**src/hdl/ntcg_pkg.sv**
```systemverilog
// Shared types, constants and the NTC curve table of the charge guard.
package ntcg_pkg;

    // Field and register widths
    localparam int MV_W   = 12;
    localparam int UV_W   = 22;
    localparam int TDC_W  = 11;
    localparam int HYS_W  = 8;
    localparam int CFG_W  = 11;
    localparam int CIDX_W = 2;

    // Curve table shape
    localparam int TABLE_ENTRIES = 18;
    localparam int IDX_W         = $clog2(TABLE_ENTRIES);
    localparam int QW            = TDC_W;
    localparam int NUM_W         = TDC_W + UV_W;
    localparam int CNT_W         = $clog2(QW);

    localparam logic [UV_W-1:0] UV_PER_MV = UV_W'(1000);

    // Configuration register indexes
    localparam logic [CIDX_W-1:0] CFG_TEMP_MIN = CIDX_W'(0);
    localparam logic [CIDX_W-1:0] CFG_TEMP_MAX = CIDX_W'(1);
    localparam logic [CIDX_W-1:0] CFG_HYST     = CIDX_W'(2);

    // Register reset values
    localparam logic signed [TDC_W-1:0] TEMP_MIN_RST = TDC_W'(0);
    localparam logic signed [TDC_W-1:0] TEMP_MAX_RST = TDC_W'(600);
    localparam logic [HYS_W-1:0]        HYST_RST     = HYS_W'(30);

    // Result range of the curve
    localparam logic signed [TDC_W-1:0] TDC_LOWEST  = -TDC_W'(200);
    localparam logic signed [TDC_W-1:0] TDC_HIGHEST = TDC_W'(650);

    // Controller commands to the datapath
    typedef struct packed {
        logic load;  // capture the transaction, start at entry one
        logic top;   // clamp to the first entry
        logic seek;  // advance to the next entry
        logic mul;   // form the interpolation product
        logic div;   // one quotient bit
        logic fin;   // write the result register and the guard flag
    } t_cmd;

    // Datapath status to the controller
    typedef struct packed {
        logic ok;        // captured reading is usable
        logic at_top;    // voltage at or above the first entry
        logic hit;       // voltage at or above the current entry
        logic last;      // current entry is the final one
        logic div_last;  // final quotient bit this cycle
        logic out_free;  // result register can take a new result
    } t_sts;

    // Curve voltage in microvolts, falling with entry number
    function automatic logic [UV_W-1:0] ntc_uv(input logic [IDX_W-1:0] idx);
        logic [UV_W-1:0] v;
        case (idx)
            IDX_W'(0):  v = UV_W'(1095000);
            IDX_W'(1):  v = UV_W'(986000);
            IDX_W'(2):  v = UV_W'(878000);
            IDX_W'(3):  v = UV_W'(775000);
            IDX_W'(4):  v = UV_W'(678000);
            IDX_W'(5):  v = UV_W'(590000);
            IDX_W'(6):  v = UV_W'(510000);
            IDX_W'(7):  v = UV_W'(440000);
            IDX_W'(8):  v = UV_W'(378000);
            IDX_W'(9):  v = UV_W'(324000);
            IDX_W'(10): v = UV_W'(278000);
            IDX_W'(11): v = UV_W'(238000);
            IDX_W'(12): v = UV_W'(204000);
            IDX_W'(13): v = UV_W'(175000);
            IDX_W'(14): v = UV_W'(150000);
            IDX_W'(15): v = UV_W'(129000);
            IDX_W'(16): v = UV_W'(111000);
            IDX_W'(17): v = UV_W'(96000);
            default:    v = '0;
        endcase
        return v;
    endfunction

    // Curve temperature in tenths of a degree
    function automatic logic signed [TDC_W-1:0] ntc_tdc(input logic [IDX_W-1:0] idx);
        logic signed [TDC_W-1:0] t;
        case (idx)
            IDX_W'(0):  t = -TDC_W'(200);
            IDX_W'(1):  t = -TDC_W'(150);
            IDX_W'(2):  t = -TDC_W'(100);
            IDX_W'(3):  t = -TDC_W'(50);
            IDX_W'(4):  t = TDC_W'(0);
            IDX_W'(5):  t = TDC_W'(50);
            IDX_W'(6):  t = TDC_W'(100);
            IDX_W'(7):  t = TDC_W'(150);
            IDX_W'(8):  t = TDC_W'(200);
            IDX_W'(9):  t = TDC_W'(250);
            IDX_W'(10): t = TDC_W'(300);
            IDX_W'(11): t = TDC_W'(350);
            IDX_W'(12): t = TDC_W'(400);
            IDX_W'(13): t = TDC_W'(450);
            IDX_W'(14): t = TDC_W'(500);
            IDX_W'(15): t = TDC_W'(550);
            IDX_W'(16): t = TDC_W'(600);
            IDX_W'(17): t = TDC_W'(650);
            default:    t = '0;
        endcase
        return t;
    endfunction

endpackage

```
**src/hdl/ntc_temperature_charge_guard.sv**
```systemverilog
// Top level of the battery NTC temperature charge guard.
//
//  channel   direction  handshake            payload
//  input     in         i_valid / o_ready    i_ntc_millivolts, i_reading_ok
//  result    out        o_valid / i_ready    o_temperature_dc, o_temperature_valid,
//                                            o_charging_blocked, o_charge_toggle
//  config    in         i_cfg_we             i_cfg_index, i_cfg_data
//
//  One transaction at a time: accept, the top clamp check, a walk over the
//  curve entries (up to 17), a multiply, 11 quotient bits from the restoring
//  divider and the result write.
//  The curve walk and the bit-serial divider set the time per item.
//  Reset is synchronous, active low; it restores the limits and clears the guard.
//  A stalled result waits in the output register; the next transaction is
//  accepted as soon as that result has been written there.
module ntc_temperature_charge_guard (
    input  logic                                 i_clk,
    input  logic                                 i_rst_n,
    input  logic                                 i_valid,
    output logic                                 o_ready,
    input  logic [ntcg_pkg::MV_W-1:0]            i_ntc_millivolts,
    input  logic                                 i_reading_ok,
    output logic                                 o_valid,
    input  logic                                 i_ready,
    output logic signed [ntcg_pkg::TDC_W-1:0]    o_temperature_dc,
    output logic                                 o_temperature_valid,
    output logic                                 o_charging_blocked,
    output logic                                 o_charge_toggle,
    input  logic                                 i_cfg_we,
    input  logic [ntcg_pkg::CIDX_W-1:0]          i_cfg_index,
    input  logic [ntcg_pkg::CFG_W-1:0]           i_cfg_data
);

    ntcg_pkg::t_cmd cmd;
    ntcg_pkg::t_sts sts;

    // Sequencer
    ntcg_ctrl u_ctrl (
        .i_clk   (i_clk),
        .i_rst_n (i_rst_n),
        .i_valid (i_valid),
        .i_sts   (sts),
        .o_ready (o_ready),
        .o_cmd   (cmd)
    );

    // Arithmetic and result register
    ntcg_dp u_dp (
        .i_clk               (i_clk),
        .i_rst_n             (i_rst_n),
        .i_cmd               (cmd),
        .o_sts               (sts),
        .i_ntc_millivolts    (i_ntc_millivolts),
        .i_reading_ok        (i_reading_ok),
        .i_cfg_we            (i_cfg_we),
        .i_cfg_index         (i_cfg_index),
        .i_cfg_data          (i_cfg_data),
        .i_ready             (i_ready),
        .o_valid             (o_valid),
        .o_temperature_dc    (o_temperature_dc),
        .o_temperature_valid (o_temperature_valid),
        .o_charging_blocked  (o_charging_blocked),
        .o_charge_toggle     (o_charge_toggle)
    );

endmodule

```
**src/hdl/ntcg_ctrl.sv**
```systemverilog
// Sequencing state machine of the charge guard: table walk, divide, result.
module ntcg_ctrl (
    input  logic          i_clk,
    input  logic          i_rst_n,
    input  logic          i_valid,
    input  ntcg_pkg::t_sts i_sts,
    output logic          o_ready,
    output ntcg_pkg::t_cmd o_cmd
);

    typedef enum logic [5:0] {
        S_IDLE = 6'b000001,
        S_TOP  = 6'b000010,
        S_SEEK = 6'b000100,
        S_MUL  = 6'b001000,
        S_DIV  = 6'b010000,
        S_FIN  = 6'b100000
    } t_state;

    t_state r_state, n_state;

    assign o_ready = (r_state == S_IDLE);

    // Decode commands and the next state
    always_comb begin
        n_state = r_state;
        o_cmd   = '0;
        case (r_state)
            S_IDLE: begin
                if (i_valid) begin
                    o_cmd.load = 1'b1;
                    n_state    = S_TOP;
                end
            end
            S_TOP: begin
                if (!i_sts.ok) begin
                    n_state = S_FIN;
                end else if (i_sts.at_top) begin
                    o_cmd.top = 1'b1;
                    n_state   = S_FIN;
                end else begin
                    n_state = S_SEEK;
                end
            end
            S_SEEK: begin
                if (i_sts.hit) begin
                    n_state = S_MUL;
                end else if (i_sts.last) begin
                    n_state = S_FIN;
                end else begin
                    o_cmd.seek = 1'b1;
                end
            end
            S_MUL: begin
                o_cmd.mul = 1'b1;
                n_state   = S_DIV;
            end
            S_DIV: begin
                o_cmd.div = 1'b1;
                if (i_sts.div_last) begin
                    n_state = S_FIN;
                end
            end
            S_FIN: begin
                if (i_sts.out_free) begin
                    o_cmd.fin = 1'b1;
                    n_state   = S_IDLE;
                end
            end
            default: begin
                n_state = S_IDLE;
            end
        endcase
    end

    // Advance the state
    always_ff @(posedge i_clk) begin
        if (!i_rst_n) begin
            r_state <= S_IDLE;
        end else begin
            r_state <= n_state;
        end
    end

endmodule

```
**src/hdl/ntcg_dp.sv**
```systemverilog
// Datapath of the charge guard: scaling, curve walk, serial divide, decision.
module ntcg_dp (
    input  logic                                 i_clk,
    input  logic                                 i_rst_n,
    input  ntcg_pkg::t_cmd                       i_cmd,
    output ntcg_pkg::t_sts                       o_sts,
    input  logic [ntcg_pkg::MV_W-1:0]            i_ntc_millivolts,
    input  logic                                 i_reading_ok,
    input  logic                                 i_cfg_we,
    input  logic [ntcg_pkg::CIDX_W-1:0]          i_cfg_index,
    input  logic [ntcg_pkg::CFG_W-1:0]           i_cfg_data,
    input  logic                                 i_ready,
    output logic                                 o_valid,
    output logic signed [ntcg_pkg::TDC_W-1:0]    o_temperature_dc,
    output logic                                 o_temperature_valid,
    output logic                                 o_charging_blocked,
    output logic                                 o_charge_toggle
);

    localparam int UV_W  = ntcg_pkg::UV_W;
    localparam int TDC_W = ntcg_pkg::TDC_W;
    localparam int QW    = ntcg_pkg::QW;
    localparam int IDX_W = ntcg_pkg::IDX_W;
    localparam int CNT_W = ntcg_pkg::CNT_W;
    localparam int NUM_W = ntcg_pkg::NUM_W;

    // Configuration
    logic signed [TDC_W-1:0]        r_temp_min, r_temp_max;
    logic [ntcg_pkg::HYS_W-1:0]     r_hyst;

    // Working registers
    logic [UV_W-1:0]                r_uv;
    logic                           r_ok;
    logic [IDX_W-1:0]               r_idx;
    logic [UV_W-1:0]                r_rem;
    logic [QW-1:0]                  r_num;
    logic [QW-1:0]                  r_q;
    logic                           r_neg;
    logic [CNT_W-1:0]               r_cnt;
    logic                           r_blocked;

    // Curve lookups at the current entry
    logic [UV_W-1:0]                lo_uv, hi_uv, span, diff;
    logic signed [TDC_W-1:0]        tdc_cur, tdc_prv;
    logic signed [TDC_W:0]          step;
    logic [TDC_W-1:0]               mag;
    logic [NUM_W-1:0]               prod;
    logic [UV_W:0]                  trial;
    logic signed [TDC_W:0]          temp_w, lim_lo, lim_hi, hyst_s;
    logic                           block;

    assign lo_uv   = ntcg_pkg::ntc_uv(r_idx);
    assign hi_uv   = ntcg_pkg::ntc_uv(r_idx - IDX_W'(1));
    assign span    = hi_uv - lo_uv;
    assign diff    = r_uv - lo_uv;
    assign tdc_cur = ntcg_pkg::ntc_tdc(r_idx);
    assign tdc_prv = ntcg_pkg::ntc_tdc(r_idx - IDX_W'(1));
    assign step    = (TDC_W+1)'(tdc_cur) - (TDC_W+1)'(tdc_prv);
    assign mag     = step[TDC_W] ? TDC_W'(-step) : TDC_W'(step);
    assign prod    = NUM_W'(mag) * NUM_W'(diff);
    assign trial   = {r_rem, r_num[QW-1]} - {1'b0, span};

    // Status to the controller
    assign o_sts.ok       = r_ok;
    assign o_sts.at_top   = (r_uv >= ntcg_pkg::ntc_uv('0));
    assign o_sts.hit      = (r_uv >= lo_uv);
    assign o_sts.last     = (r_idx == IDX_W'(ntcg_pkg::TABLE_ENTRIES - 1));
    assign o_sts.div_last = (r_cnt == CNT_W'(QW - 1));
    assign o_sts.out_free = !o_valid || i_ready;

    // Temperature from the entry and the quotient, then the guard decision
    assign temp_w = r_neg ? ((TDC_W+1)'(tdc_cur) + (TDC_W+1)'(r_q))
                          : ((TDC_W+1)'(tdc_cur) - (TDC_W+1)'(r_q));
    assign hyst_s = r_blocked ? (TDC_W+1)'({1'b0, r_hyst}) : '0;
    assign lim_lo = (TDC_W+1)'(r_temp_min) + hyst_s;
    assign lim_hi = (TDC_W+1)'(r_temp_max) - hyst_s;
    assign block  = (temp_w < lim_lo) || (temp_w > lim_hi);

    // Take configuration writes
    always_ff @(posedge i_clk) begin
        if (!i_rst_n) begin
            r_temp_min <= ntcg_pkg::TEMP_MIN_RST;
            r_temp_max <= ntcg_pkg::TEMP_MAX_RST;
            r_hyst     <= ntcg_pkg::HYST_RST;
        end else if (i_cfg_we) begin
            case (i_cfg_index)
                ntcg_pkg::CFG_TEMP_MIN: r_temp_min <= i_cfg_data;
                ntcg_pkg::CFG_TEMP_MAX: r_temp_max <= i_cfg_data;
                ntcg_pkg::CFG_HYST:     r_hyst     <= i_cfg_data[ntcg_pkg::HYS_W-1:0];
                default: begin
                end
            endcase
        end
    end

    // Capture, walk the curve, form the product and shift out quotient bits
    always_ff @(posedge i_clk) begin
        if (i_cmd.load) begin
            r_uv  <= UV_W'(i_ntc_millivolts) * ntcg_pkg::UV_PER_MV;
            r_ok  <= i_reading_ok;
            r_idx <= IDX_W'(1);
            r_q   <= '0;
            r_neg <= 1'b0;
        end
        if (i_cmd.top) begin
            r_idx <= '0;
        end
        if (i_cmd.seek) begin
            r_idx <= r_idx + IDX_W'(1);
        end
        if (i_cmd.mul) begin
            r_rem <= prod[NUM_W-1:QW];
            r_num <= prod[QW-1:0];
            r_neg <= step[TDC_W];
            r_cnt <= '0;
        end
        if (i_cmd.div) begin
            if (!trial[UV_W]) begin
                r_rem <= trial[UV_W-1:0];
            end else begin
                r_rem <= {r_rem[UV_W-2:0], r_num[QW-1]};
            end
            r_num <= {r_num[QW-2:0], 1'b0};
            r_q   <= {r_q[QW-2:0], !trial[UV_W]};
            r_cnt <= r_cnt + CNT_W'(1);
        end
    end

    // Hold the result register and the guard flag
    always_ff @(posedge i_clk) begin
        if (!i_rst_n) begin
            o_valid   <= 1'b0;
            r_blocked <= 1'b0;
        end else begin
            if (i_cmd.fin) begin
                o_valid <= 1'b1;
                if (r_ok) begin
                    r_blocked <= block;
                end
            end else if (i_ready) begin
                o_valid <= 1'b0;
            end
        end
    end

    always_ff @(posedge i_clk) begin
        if (i_cmd.fin) begin
            o_temperature_dc    <= r_ok ? temp_w[TDC_W-1:0] : '0;
            o_temperature_valid <= r_ok;
            o_charging_blocked  <= r_ok ? block : r_blocked;
            o_charge_toggle     <= r_ok && (block != r_blocked);
        end
    end

`ifndef SYNTHESIS
    // The divide remainder stays below the segment span
    a_rem_below_span: assert property (@(posedge i_clk) disable iff (!i_rst_n)
        i_cmd.div |-> (r_rem < span))
        else $error("divide remainder not below span");

    // A delivered valid temperature lies on the curve
    a_temp_range: assert property (@(posedge i_clk) disable iff (!i_rst_n)
        (o_valid && o_temperature_valid) |->
            (o_temperature_dc >= ntcg_pkg::TDC_LOWEST &&
             o_temperature_dc <= ntcg_pkg::TDC_HIGHEST))
        else $error("temperature outside curve range");

    // A toggle only follows a usable reading
    a_toggle_valid: assert property (@(posedge i_clk) disable iff (!i_rst_n)
        (o_valid && o_charge_toggle) |-> o_temperature_valid)
        else $error("toggle on invalid reading");

    // The guard flag follows the delivered decision
    a_flag_tracks: assert property (@(posedge i_clk) disable iff (!i_rst_n)
        i_cmd.fin |=> (r_blocked == o_charging_blocked))
        else $error("guard flag differs from decision");
`endif

endmodule
```
**config.mk**
```make
export PLATFORM = sky130hd
export DESIGN_NAME = ntc_temperature_charge_guard
export DESIGN_NICKNAME = d
export VERILOG_FILES = /design/src/hdl/ntcg_pkg.sv /design/src/hdl/ntc_temperature_charge_guard.sv /design/src/hdl/ntcg_ctrl.sv /design/src/hdl/ntcg_dp.sv
export SDC_FILE = /design/constraint.sdc
export NUM_CORES = 1
export LEC_CHECK = 0
export BUFFER_PORTS_ARGS = -buffer_cell sky130_fd_sc_hd__buf_2
export CORE_ASPECT_RATIO = 1.5
export CORE_UTILIZATION = 50
export CTS_CLUSTER_DIAMETER = 40
export DETAILED_ROUTE_END_ITERATION = 6
export MAX_ROUTING_LAYER = met4
export PLACE_DENSITY = 0.69
export SYNTH_ARGS = -nofsm -noshare
export SYNTH_HDL_FRONTEND = slang
export SYNTH_SLANG_ARGS = --single-unit
```
**constraint.sdc**
```tcl
create_clock -name i_clk -period 9.1 [get_ports i_clk]
set_input_delay 0.91 -clock i_clk [delete_from_list [all_inputs] [get_ports i_clk]]
set_output_delay 0.91 -clock i_clk [all_outputs]
set_load 0.05 [all_outputs]
```
# After elaboration in Yosys (flattened, before gate mapping)

Memory sizes are Yosys's and may differ from the RTL's. A register that Yosys moved wholly into a read port is not among the register bits.
Index checks and enable logic that the tools add are counted.

Bits in registers: 126
Bits in latches: 0
Memory bits (writable): 0
Bits in read-only memories: 1,792
Input bits: 31
Output and inout bits: 16
Logic and storage cells: 113
Memories: 4

Memories:

| memory           | words | width | read ports | clocked after Yosys merged registers in | wr ports | line           | RTL |
|---|---|---|---|---|---|---|---|
| (name not given) | 32    | 18    | 1          | 0                                       | 0        | ntcg_pkg.sv:58 | `case (idx)` |
| (name not given) | 32    | 18    | 1          | 1                                       | 0        | ntcg_pkg.sv:58 |  |
| (name not given) | 32    | 10    | 1          | 0                                       | 0        | ntcg_pkg.sv:85 | `case (idx)` |
| (name not given) | 32    | 10    | 1          | 1                                       | 0        | ntcg_pkg.sv:85 |  |

Add/subtract/negate cells: 12
$mul: 2
Div/mod/pow operators: 0
Order comparisons: 4
Equal/unequal tests: 15
Shifts and indexed selects: 0
Mux-type cells: 42
Bitwise logic cells: 0
Reduce and logical (&&, ||, !) cells: 15

Operators with widths:

| cell                                                                | count |
|---|---|
| 2-to-1 mux 22 bit                                                   | 3 |
| 2-to-1 mux 11 bit                                                   | 5 |
| subtractor 22 bit                                                   | 2 |
| 2-to-1 mux 6 bit                                                    | 7 |
| case mux 6 bit (6 select lines)                                     | 1 |
| multiplier 11 x 22 -> 33 bit                                        | 1 |
| 2-to-1 mux 5 bit                                                    | 5 |
| subtractor 23 x 22 -> 23 bit                                        | 1 |
| greater-or-equal comparator 22 x 21 -> 1 bit, second input constant | 1 |
| greater-or-equal comparator 22 bit                                  | 1 |
| multiplier 12 x 7 -> 19 bit, second input constant                  | 1 |
| 2-to-1 mux 1 bit                                                    | 17 |
| adder 11 x 9 -> 12 bit                                              | 1 |
| adder 12 x 11 -> 12 bit                                             | 1 |
| > comparator 12 bit                                                 | 1 |
| less-than comparator 12 bit                                         | 1 |
| 2-to-1 mux 12 bit                                                   | 1 |
| subtractor 11 x 11 -> 12 bit                                        | 1 |
| subtractor 11 x 9 -> 12 bit                                         | 1 |
| subtractor 12 x 11 -> 12 bit                                        | 1 |
| negation 11 bit                                                     | 1 |
| 2-to-1 mux 4 bit                                                    | 2 |
| 2-to-1 mux 8 bit                                                    | 1 |
| nonzero test 2 bit                                                  | 4 |
| other kinds (23)                                                    | 29 |

# Longest topological paths before layout

Gate-level depths: netlist of run 1.
An unclocked memory read counts as a cell.

Depth in word-level cells: 8
Mapped depth: 44
Mapped depth without buffers: 41

# By module

From an unflattened synthesis of run 1, not the netlist that was laid out.

Cell total of the unflattened synthesis: 2,383
Area, all modules: 20,581.0 sq um

By module, submodules not included:

| module    | times used | cells each | area an instance (sq um) | sequential area each (sq um) |
|---|---|---|---|---|
| ntcg_dp   | 1          | 2,333      | 20,178.1                 | 3,723.6 |
| ntcg_ctrl | 1          | 50         | 402.9                    | 120.1 |

# Worst setup path after synthesis of run 1

No wires, ideal clock.

Path type: reg2reg
Start point: register u_dp.r_idx[0]
End point: register u_dp.r_rem[21] (data pin)
Setup time: 268 ps
Arrival: 9,694 ps
Data required time: 8,832 ps
Setup slack: -863 ps
Cell stages (with the launch flop): 43
Buffers on the path: 3
Clock period less this slack: 9,963 ps
Path through: edfxtp_1 -> clkbuf_1 -> inv_1 -> ha_1 -> inv_1 -> nor3_1 -> xnor2_1 -> clkbuf_1 -> nand3_1 -> o21ai_0 -> ha_1 -> inv_1 -> fa_1 -> a21o_1 -> a21oi_1 -> nor2b_1 -> o21ai_0 -> a21boi_1 -> [... 7 more ...] -> fa_1 -> inv_1 -> fa_1 -> inv_1 -> fa_1 -> fa_1 -> inv_1 -> ha_1 -> a21oi_1 -> o21ai_0 -> a21o_1 -> a221oi_1 -> o21a_1 -> a31o_2 -> o21ai_0 -> a31oi_1 -> xnor2_1 -> mux2i_1

Word-level cells in the longest chain between the ends: 8
Elaborated cells between the ends (all ways): 12
Those cells by class: add/sub: 5; mul: 1; mux: 4; memory: 2

Ends and longest elaborated chain:

| what                          | line                         | RTL |
|---|---|---|
| from (decl)                   | ntcg_dp.sv:34                | `logic [IDX_W-1:0] r_idx;` |
| from (signal assigned)        | ntcg_dp.sv:109               | `r_idx <= r_idx + IDX_W'(1);` |
| subtractor 5 x 1 -> 5 bit (*) | ntcg_dp.sv:53, ntcg_dp.sv:57 |  |
| memory read (32 x 10 bit)     | n/a                          |  |
| subtractor 11 x 11 -> 12 bit  | ntcg_dp.sv:58                | `assign step = (TDC_W+1)'(tdc_cur) - (TDC_W+1)'(tdc_prv);` |
| negation 11 bit               | ntcg_dp.sv:59                | `assign mag = step[TDC_W] ? TDC_W'(-step) : TDC_W'(step);` |
| 2-to-1 mux 11 bit             | ntcg_dp.sv:59                |  |
| multiplier 11 x 22 -> 33 bit  | ntcg_dp.sv:60                | `assign prod = NUM_W'(mag) * NUM_W'(diff);` |
| 2-to-1 mux 22 bit             | ntcg_dp.sv:111               | `if (i_cmd.mul) begin` |
| 2-to-1 mux 22 bit (*)         | ntcg_dp.sv:117               | `if (i_cmd.div) begin` |
| to (signal assigned)          | ntcg_dp.sv:112               | `r_rem <= prod[NUM_W-1:QW];` |
| to (signal assigned)          | ntcg_dp.sv:119               | `r_rem <= trial[UV_W-1:0];` |
| to (signal assigned)          | ntcg_dp.sv:121               | `r_rem <= {r_rem[UV_W-2:0], r_num[QW-1]};` |
| to (decl)                     | ntcg_dp.sv:35                | `logic [UV_W-1:0] r_rem;` |

Mark *: on every way between the ends. The rest lies on a longest branch, timed or not. The select of a mux whose other input is x is not followed.
A chain may end at the register's enable or synchronous reset.

# Worst setup path in the final report of run 1

Start point: register u_dp.r_idx[1]
End point: register u_dp.r_rem[20] (data pin)

The elaborated chain is that of the path after synthesis.

==> run metrics, run 1 <==
worst-skew pair later-pin latency=0.44 ns; worst stage delay on the critical path=0.51 ns; # diodes=0; max-slew violation count=0; clock root cell=clkbuf_16; min cycle time layout=8.845 ns; critical path capture point type=register; Filler Cell Count=3524; ANT nets after route=0; detailed placer's ending HPWL=44220 microns; Worst Path Arrival=9.12 ns; initial antenna violation count=0; Ports=47; Final Cell Area=23310 sq um; largest net degree at the start of global routing=40; sequential cell area=3844 sq um; Worst Path Max Fanout=5; Placed Area=22230 sq um; Synth Flop Type=edfxtp_1; Pre-antenna DRT Iters=5; WHS Endpoint=u_dp.r_temp_max[6]; CTS tree=done; Fmax=113.1 MHz; fin nets=2949; outcome=finished clean; area grow syn2layout=14.57%; unrepaired setup endpoints after global routing=true; total vias in the final route=17046; critical path required time=9.37 ns; Die W=166.7 microns; worst-case reg-to-reg path depth=42; Hold Path Stages=2; Post-Synthesis Cell Area=20340 sq um; clk_skew=0.01504 ns; Num CTS Buffers=17; PortBufs=46; Chip Height=249.1 microns; grt ovf=0; Die ar.=41520 sq um; Max clock buf depth=2; vias per cell=5.714; R2R Setup Slk=0.25 ns; Rows=90; 1st-iter DRT viols=1092; Max-Cap Viols=0; syn nets=2801; routability congestion estimate=0.9781; Hold WC Path Type=reg -> reg; multi-input logic area=15530 sq um; first-pass GRT wire length=86640 microns; # setup viols final=0; Fin. Hold Viols=0; Worst R2R Start=u_dp.r_idx[1]; Worst setup SP type=register; part of the Yosys area used for sequential elements=0.1889; WL/cell=18.05 microns; Seq cells post-synth=150; slew at the pin closest to its max-slew limit=1.099 ns; Syn Inst Count=2316; Post-synth EDFFs=84; clock slew at reported path FFs=0.07 ns; fraction of registers with async set/reset=0; Clock H-tree levels=4; initial core utilization=0.5061; vias in the first global route=17599; cell mode on critical path=fa_1; layout cells sized above 1=0.1369; fin crit share=0.9720; Residual DRC=0; Total GRT Usage=0.2706; WS Path Type=reg -> reg; CP max stage cell=fa_1; R2R Path End=u_dp.r_rem[20]; Mapped Avg Cell Area=8.784 sq um; clock sinks=150; max_slew headroom=0.2486; HP Start=u_dp.r_temp_max[6]; CORE AREA=40200 sq um; synth warn=0; Unique masters post-synth=90; final wirelength=53860 microns
-- logic make-up (layout without fill, tap and decap cells) --
| group | Yosys count | in the layout | share of synthesized area |
|---|---|---|---|
| buf+inv | 397 | 558 | 0.07626 |
| simple gates | 642 | 642 | 0.1492 |
| mux | 40 | 40 | 0.02116 |
| xor+xnor | 153 | 153 | 0.06624 |
| flops | 150 | 150 | 0.1889 |
| compound gates | 479 | 479 | 0.1517 |
| fa+ha+maj | 455 | 455 | 0.3466 |
-- worst max-delay path: cells and delay by family, from the launching register on --
family	cells	cell delay, ns
flip-flops	1	0.43
AND/OR/NAND/NOR	6	0.88
AO/OA/AOI/OAI	14	2.56
XOR/XNOR	3	0.51
buffers and inverters	10	0.91
adder cells (fa/ha/maj)	9	3.35
-- metrics by stage --
| step | util | TNS [ns] | setup WS [ns] | cells | hold WS (ns) |
|---|---|---|---|---|---|
| global placement | 0.5528 | -0.01671 | -0.01671 | 2941 | 0.4601 |
| floorplan | - | 0 | 0.003757 | 2316 | 0.4435 |
| global route | 0.5798 | -0.4418 | -0.1632 | 2983 | 0.5004 |
| detailed placement | 0.5528 | -0.5887 | -0.1964 | 2941 | 0.4673 |
| finish | 0.5798 | 0 | 0.2546 | 2983 | 0.4816 |
| CTS | 0.5699 | 0 | 0.01590 | 2975 | 0.4826 |
-- final cells by class --
| cell class | instances | share of cell area |
|---|---|---|
| tap | 506 | 0.02716 |
| inverter | 334 | 0.05422 |
| clock buffer | 24 | 0.02212 |
| multi-input combinational | 1769 | 0.6664 |
| clock inverter | 8 | 0.004616 |
| sequential | 150 | 0.1649 |
| timing repair buffer | 192 | 0.06055 |
-- sequential cells by signal, indices dropped and copies added (netlist names) --
name and count:
u_dp.r_blocked 1, u_dp.r_num 7, u_dp.r_uv 19, u_dp.o_temperature_dc 11, u_dp.o_valid 1, u_dp.r_temp_min 11
u_dp.r_q 11, u_ctrl.r_state 6, u_dp.o_temperature_valid 1, u_dp.r_temp_max 11, u_dp.o_charge_toggle 1, u_dp.o_charging_blocked 1
u_dp.r_idx 5, u_dp.r_ok 1, u_dp.r_rem 22, u_dp.r_neg 1, u_dp.lo_uv 18, u_dp.tdc_cur 10
u_dp.r_cnt 4, u_dp.r_hyst 8
-- Yosys cell counts (all sizes together), types with 34 or more instances --
master	count	area (sq um)
o21ai	112	560.5
ha	273	3416
nor2	195	750.7
inv	334	1254
nand2b	34	212.7
xnor2	102	900.9
a21o	54	406.6
mux2i	38	396.6
nand3	34	175.2
xor2	51	446.7
clkbuf	47	176.4
nand2	204	765.7
edfxtp	84	2522
nor2b	42	262.8
dfxtp	66	1321
fa	181	3623
a21oi	135	716.9
-- layout by cell type, fill, tap and decap left out, types with 9 or more instances in the layout --
master     netlist  layout
a31oi_1         23      19
buf_4            2     135
edfxtp_1        84      84
nand3_1         33      32
o21ai_0        101      95
xor2_1          51      46
fa_1           181     176
nor2_1         193     190
mux2i_1         36      36
o31ai_1          9       9
o21ai_1         11      12
buf_2            7      46
a21o_1          53      53
xnor2_1        101      95
nand4_1          9       9
o21bai_1        24      24
inv_1          331     324
and2_1          31      31
ha_4             0      13
o211ai_1        11      11
nor3_1          32      29
a21oi_2          2       9
nand2b_1        34      34
a21oi_1        130     121
dfxtp_1         66      66
ha_1           273     257
a21boi_0        17      17
nor2b_1         42      41
and3_1          18      16
nand2_1        204     202
clkbuf_16        0      21
a211oi_1        11      10
o21a_1          18      18
-- per-layer routing --
layer | wire (microns) | part of all wire | up-vias | GRT usage
met1 | 19900 | 0.37 | 8312 | 0.2767
met4 | 3234 | 0.060 | 0 | 0.1571
met5 | 0 | 0 | - | -
li1 | - | - | 8073 | -
met3 | 2024 | 0.038 | 170 | 0.02971
met2 | 28700 | 0.53 | 491 | 0.4970
-- timing repair --
action / in CTS / in global routing
gates cloned: 0 / 1
hold buffers: 0 / 0
setup buffers: 2 / 7
gates resized for setup: 7 / 67
endpoints found under the setup margin: 10 / 12
pin swaps: 12 / 85
-- worst max-delay path by stage --
stage	startpoint	to
after floorplan	u_dp.r_idx[0]	u_dp.r_rem[21]
after global placement	u_dp.r_idx[0]	u_dp.r_rem[21]
after detailed placement	u_dp.r_idx[0]	u_dp.r_rem[21]
after CTS	u_dp.r_idx[1]	u_dp.r_rem[21]
after global routing	u_dp.r_idx[0]	u_dp.r_rem[20]
final	u_dp.r_idx[1]	u_dp.r_rem[20]
Power of run 1 is left out: the tool's default activity adds up to more than one toggle a clock period on the data nets, which glitch-free logic cannot reach.
==> run 2, diff against run 1 <==
--- a/config.mk
+++ b/config.mk
@@ -5,13 +5,14 @@
 export SDC_FILE = /design/constraint.sdc
 export NUM_CORES = 1
 export LEC_CHECK = 0
+export ABC_AREA = 1
 export BUFFER_PORTS_ARGS = -buffer_cell sky130_fd_sc_hd__buf_2
 export CORE_ASPECT_RATIO = 1.5
 export CORE_UTILIZATION = 50
 export CTS_CLUSTER_DIAMETER = 40
 export DETAILED_ROUTE_END_ITERATION = 6
 export MAX_ROUTING_LAYER = met4
-export PLACE_DENSITY = 0.69
+export PLACE_DENSITY = 0.68
 export SYNTH_ARGS = -nofsm -noshare
 export SYNTH_HDL_FRONTEND = slang
 export SYNTH_SLANG_ARGS = --single-unit
==> run 2 against run 1 <==
  * Routed wire length up 18%
  * Register-to-register slack improved by 0.20 ns
  * Clock-buffer cell count fell by 7
  * Clock skew increased by 0.0013 ns
  * Die area increased by 4.0%
  * Final cell count rose by 16%
  * Utilization shrank 3.2 points
  * Sequential share of layout area increased by 0.27 points
  * Critical endpoint unchanged
==> run metrics, run 2 <==
critical path capture point type=register (unchanged); Bufs and invs on worst path=11 (was 10); count leader, synth=nand2_1 (was inv_1); vias in the first global route=18999 (was 17599); Pre-antenna DRT Iters=6 (was 5); CORE AREA=41900 sq um (was 40200 sq um); CTS tree=done (unchanged); clock sinks=150 (unchanged); outcome=finished clean (unchanged); Clock H-tree levels=4 (unchanged); unrepaired setup endpoints after global routing=false (was true); most common cell after layout, fill and taps aside=nand2_1 (was inv_1); Hold Path Stages=2 (unchanged); Unique masters post-synth=61 (was 90); Die W=170 microns (was 166.7 microns); dominant cells by area after synthesis=fa_1 17%, ha_1 16%, edfxtp_1 12% (was fa_1 18%, ha_1 17%, edfxtp_1 12%); Residual DRC=0 (unchanged); part of the Yosys area used for sequential elements=0.1816 (was 0.1889); CP max stage cell=fa_1 (unchanged); Fin. Hold Viols=0 (unchanged); Max-Cap Viols=0 (unchanged); R2R Setup Slk=0.45 ns (was 0.25 ns); mux share of post-synthesis cell area=0.0004729 (was 0.02116); WS Path Type=reg -> reg (unchanged); first-pass GRT wire length=99030 microns (was 86640 microns); delay-heaviest family, CP=adder cells (unchanged); Fmax=115.7 MHz (was 113.1 MHz); Max clock buf depth=2 (unchanged); synth warn=0 (unchanged); Total GRT Usage=0.3107 (was 0.2706); Post-Synth Simple-Gate Area=0.2143 (was 0.1492); initial core utilization=0.5052 (was 0.5061); Worst Path Max Fanout=16 (was 5); initial antenna violation count=0 (unchanged); largest family of logic cells by synthesized area=adder cells (unchanged); Syn Inst Count=2817 (was 2316); Synth area leader=fa_1 (unchanged); fraction of registers with async set/reset=0 (unchanged); clock root cell=clkbuf_16 (unchanged); PortBufs=46 (unchanged); XOR/XNOR Fraction of Synth Area=0.04735 (was 0.06624); hold_buf cts=0 (unchanged); Rows=92 (was 90); detailed placer's ending HPWL=53770 microns (was 44220 microns); fin crit share=0.9501 (was 0.9720); critical path required time=9.31 ns (was 9.37 ns); WL/cell=18.33 microns (was 18.05 microns); slew at the pin closest to its max-slew limit=1.197 ns (was 1.099 ns); worst stage delay on the critical path=0.56 ns (was 0.51 ns); routability congestion estimate=0.9966 (was 0.9781); top post-synthesis cells by count=555 x nand2_1, 529 x inv_1, 273 x ha_1 (was 331 x inv_1, 273 x ha_1, 204 x nand2_1); final wirelength=63340 microns (was 53860 microns); grt ovf=0 (unchanged); commonest cells after routing, fill and taps aside=551 x nand2_1, 528 x inv_1, 270 x ha_1 (was 324 x inv_1, 257 x ha_1, 202 x nand2_1); most flop-heavy register=u_dp.r_rem (unchanged); worst-skew pair later-pin latency=0.46 ns (was 0.44 ns); max reg flops=22 (unchanged); Ports=47 (unchanged); clk_skew=0.01630 ns (was 0.01504 ns); worst-case reg-to-reg path depth=44 (was 42); compound-cell area share of the yosys netlist=0.1130 (was 0.1517); min cycle time layout=8.646 ns (was 8.845 ns); largest net degree at the start of global routing=36 (was 40); Die ar.=43180 sq um (was 41520 sq um); Synth Flop Type=edfxtp_1 (unchanged); vias per cell=5.422 (was 5.714); area grow syn2layout=8.334% (was 14.57%); Worst setup SP type=register (unchanged); Final Cell Area=22930 sq um (was 23310 sq um); max_slew headroom=0.1991 (was 0.2486); Hold WC Path Type=reg -> reg (unchanged); adder-cell share of the synthesized area=0.3325 (was 0.3466); total vias in the final route=18734 (was 17046); ANT nets after route=0 (unchanged); R2R Path End=u_dp.r_rem[20] (unchanged); Synth top area share=0.1712 (was 0.1781); Worst Path Arrival=8.85 ns (was 9.12 ns); fin nets=3363 (was 2949); Post-Synthesis Cell Area=21170 sq um (was 20340 sq um); layout cells sized above 1=0.07783 (was 0.1369); # diodes=0 (unchanged); Mapped Avg Cell Area=7.514 sq um (was 8.784 sq um); Post-synth EDFFs=84 (unchanged); syn nets=3302 (was 2801); Chip Height=254 microns (was 249.1 microns); HP Start=u_dp.r_hyst[4] (was u_dp.r_temp_max[6]); final setup TNS=0 ns (unchanged); Placed Area=22130 sq um (was 22230 sq um); Seq cells post-synth=150 (unchanged); # setup viols final=0 (unchanged); max-slew violation count=0 (unchanged); 1st-iter DRT viols=1146 (was 1092); Worst R2R Start=u_dp.r_idx[1] (unchanged); Num CTS Buffers=17 (unchanged); clock slew at reported path FFs=0.07 ns (about the same); cell mode on critical path=nand2_1 (was fa_1); WHS Endpoint=u_dp.r_hyst[4] (was u_dp.r_temp_max[6])
## run 2: worst max-delay path by stage
stage                        startpoint             end  slack, ns  cells past startpoint
after detailed placement  u_dp.r_idx[1]  u_dp.r_rem[20]      -0.06                     42
after floorplan           u_dp.r_idx[0]  u_dp.r_rem[15]       0.44                     41
after CTS                 u_dp.r_idx[1]  u_dp.r_rem[20]       0.06                     48
after global routing      u_dp.r_idx[1]  u_dp.r_rem[20]      0.005                     44
final                     u_dp.r_idx[1]  u_dp.r_rem[20]       0.45                     44
after global placement    u_dp.r_idx[1]  u_dp.r_rem[20]       0.09                     39
## run 2: cells by family after synthesis
group,Yosys count
AOI/OAI and AO/OA,423
xor gates and xnor gates,111
adders and majority gates,454
buffers and inverters,604
DFF,150
muxes,1
and+or+nand+nor,1074
## run 2: worst min-delay path: cells and delay by family (launching register included)
family,cells,cell delay [ns]
and+or+nand+nor,2,0.10
DFF,1,0.33
## run 2: area by class of cell
type | instances | area, sq um
Fill cell | 4143 | 18970
Multi-Input combinational cell | 2063 | 15110
Sequential cell | 150 | 3844
Inverter | 553 | 2096
Tap cell | 564 | 705.7
Timing Repair Buffer | 93 | 586.8
Clock buffer | 17 | 425.4
Clock inverter | 15 | 160.2
## run 2: metal layers
layer  track usage  vias to the layer above  part of all wire
li1              -                     9105                 -
met1        0.3250                     8906              0.38
met2        0.5633                      559              0.52
met3       0.03598                      164             0.041
met4        0.1725                        0             0.058
met5             -                        -                 0
## run 2: stage by stage
step,hold slack [ns],instances,worst slack [ns],util
2_1_floorplan,0.4287,2817,0.4374,-
3_3_place_gp,0.4443,3415,0.08934,0.5282
3_5_place_dp,0.4508,3415,-0.05789,0.5282
4_1_cts,0.4674,3447,0.06182,0.5425
5_1_grt,0.4744,3455,0.004553,0.5473
6_report,0.4645,3455,0.4537,0.5473
## run 2: repair_timing
| action | CTS | global route |
|---|---|---|
| resized for setup | 6 | 46 |
| buffers inserted | 0 | 8 |
| setup endpoints to repair | 2 | 19 |
| pin swaps | 0 | 6 |
Power of run 2 is left out for the same reason.
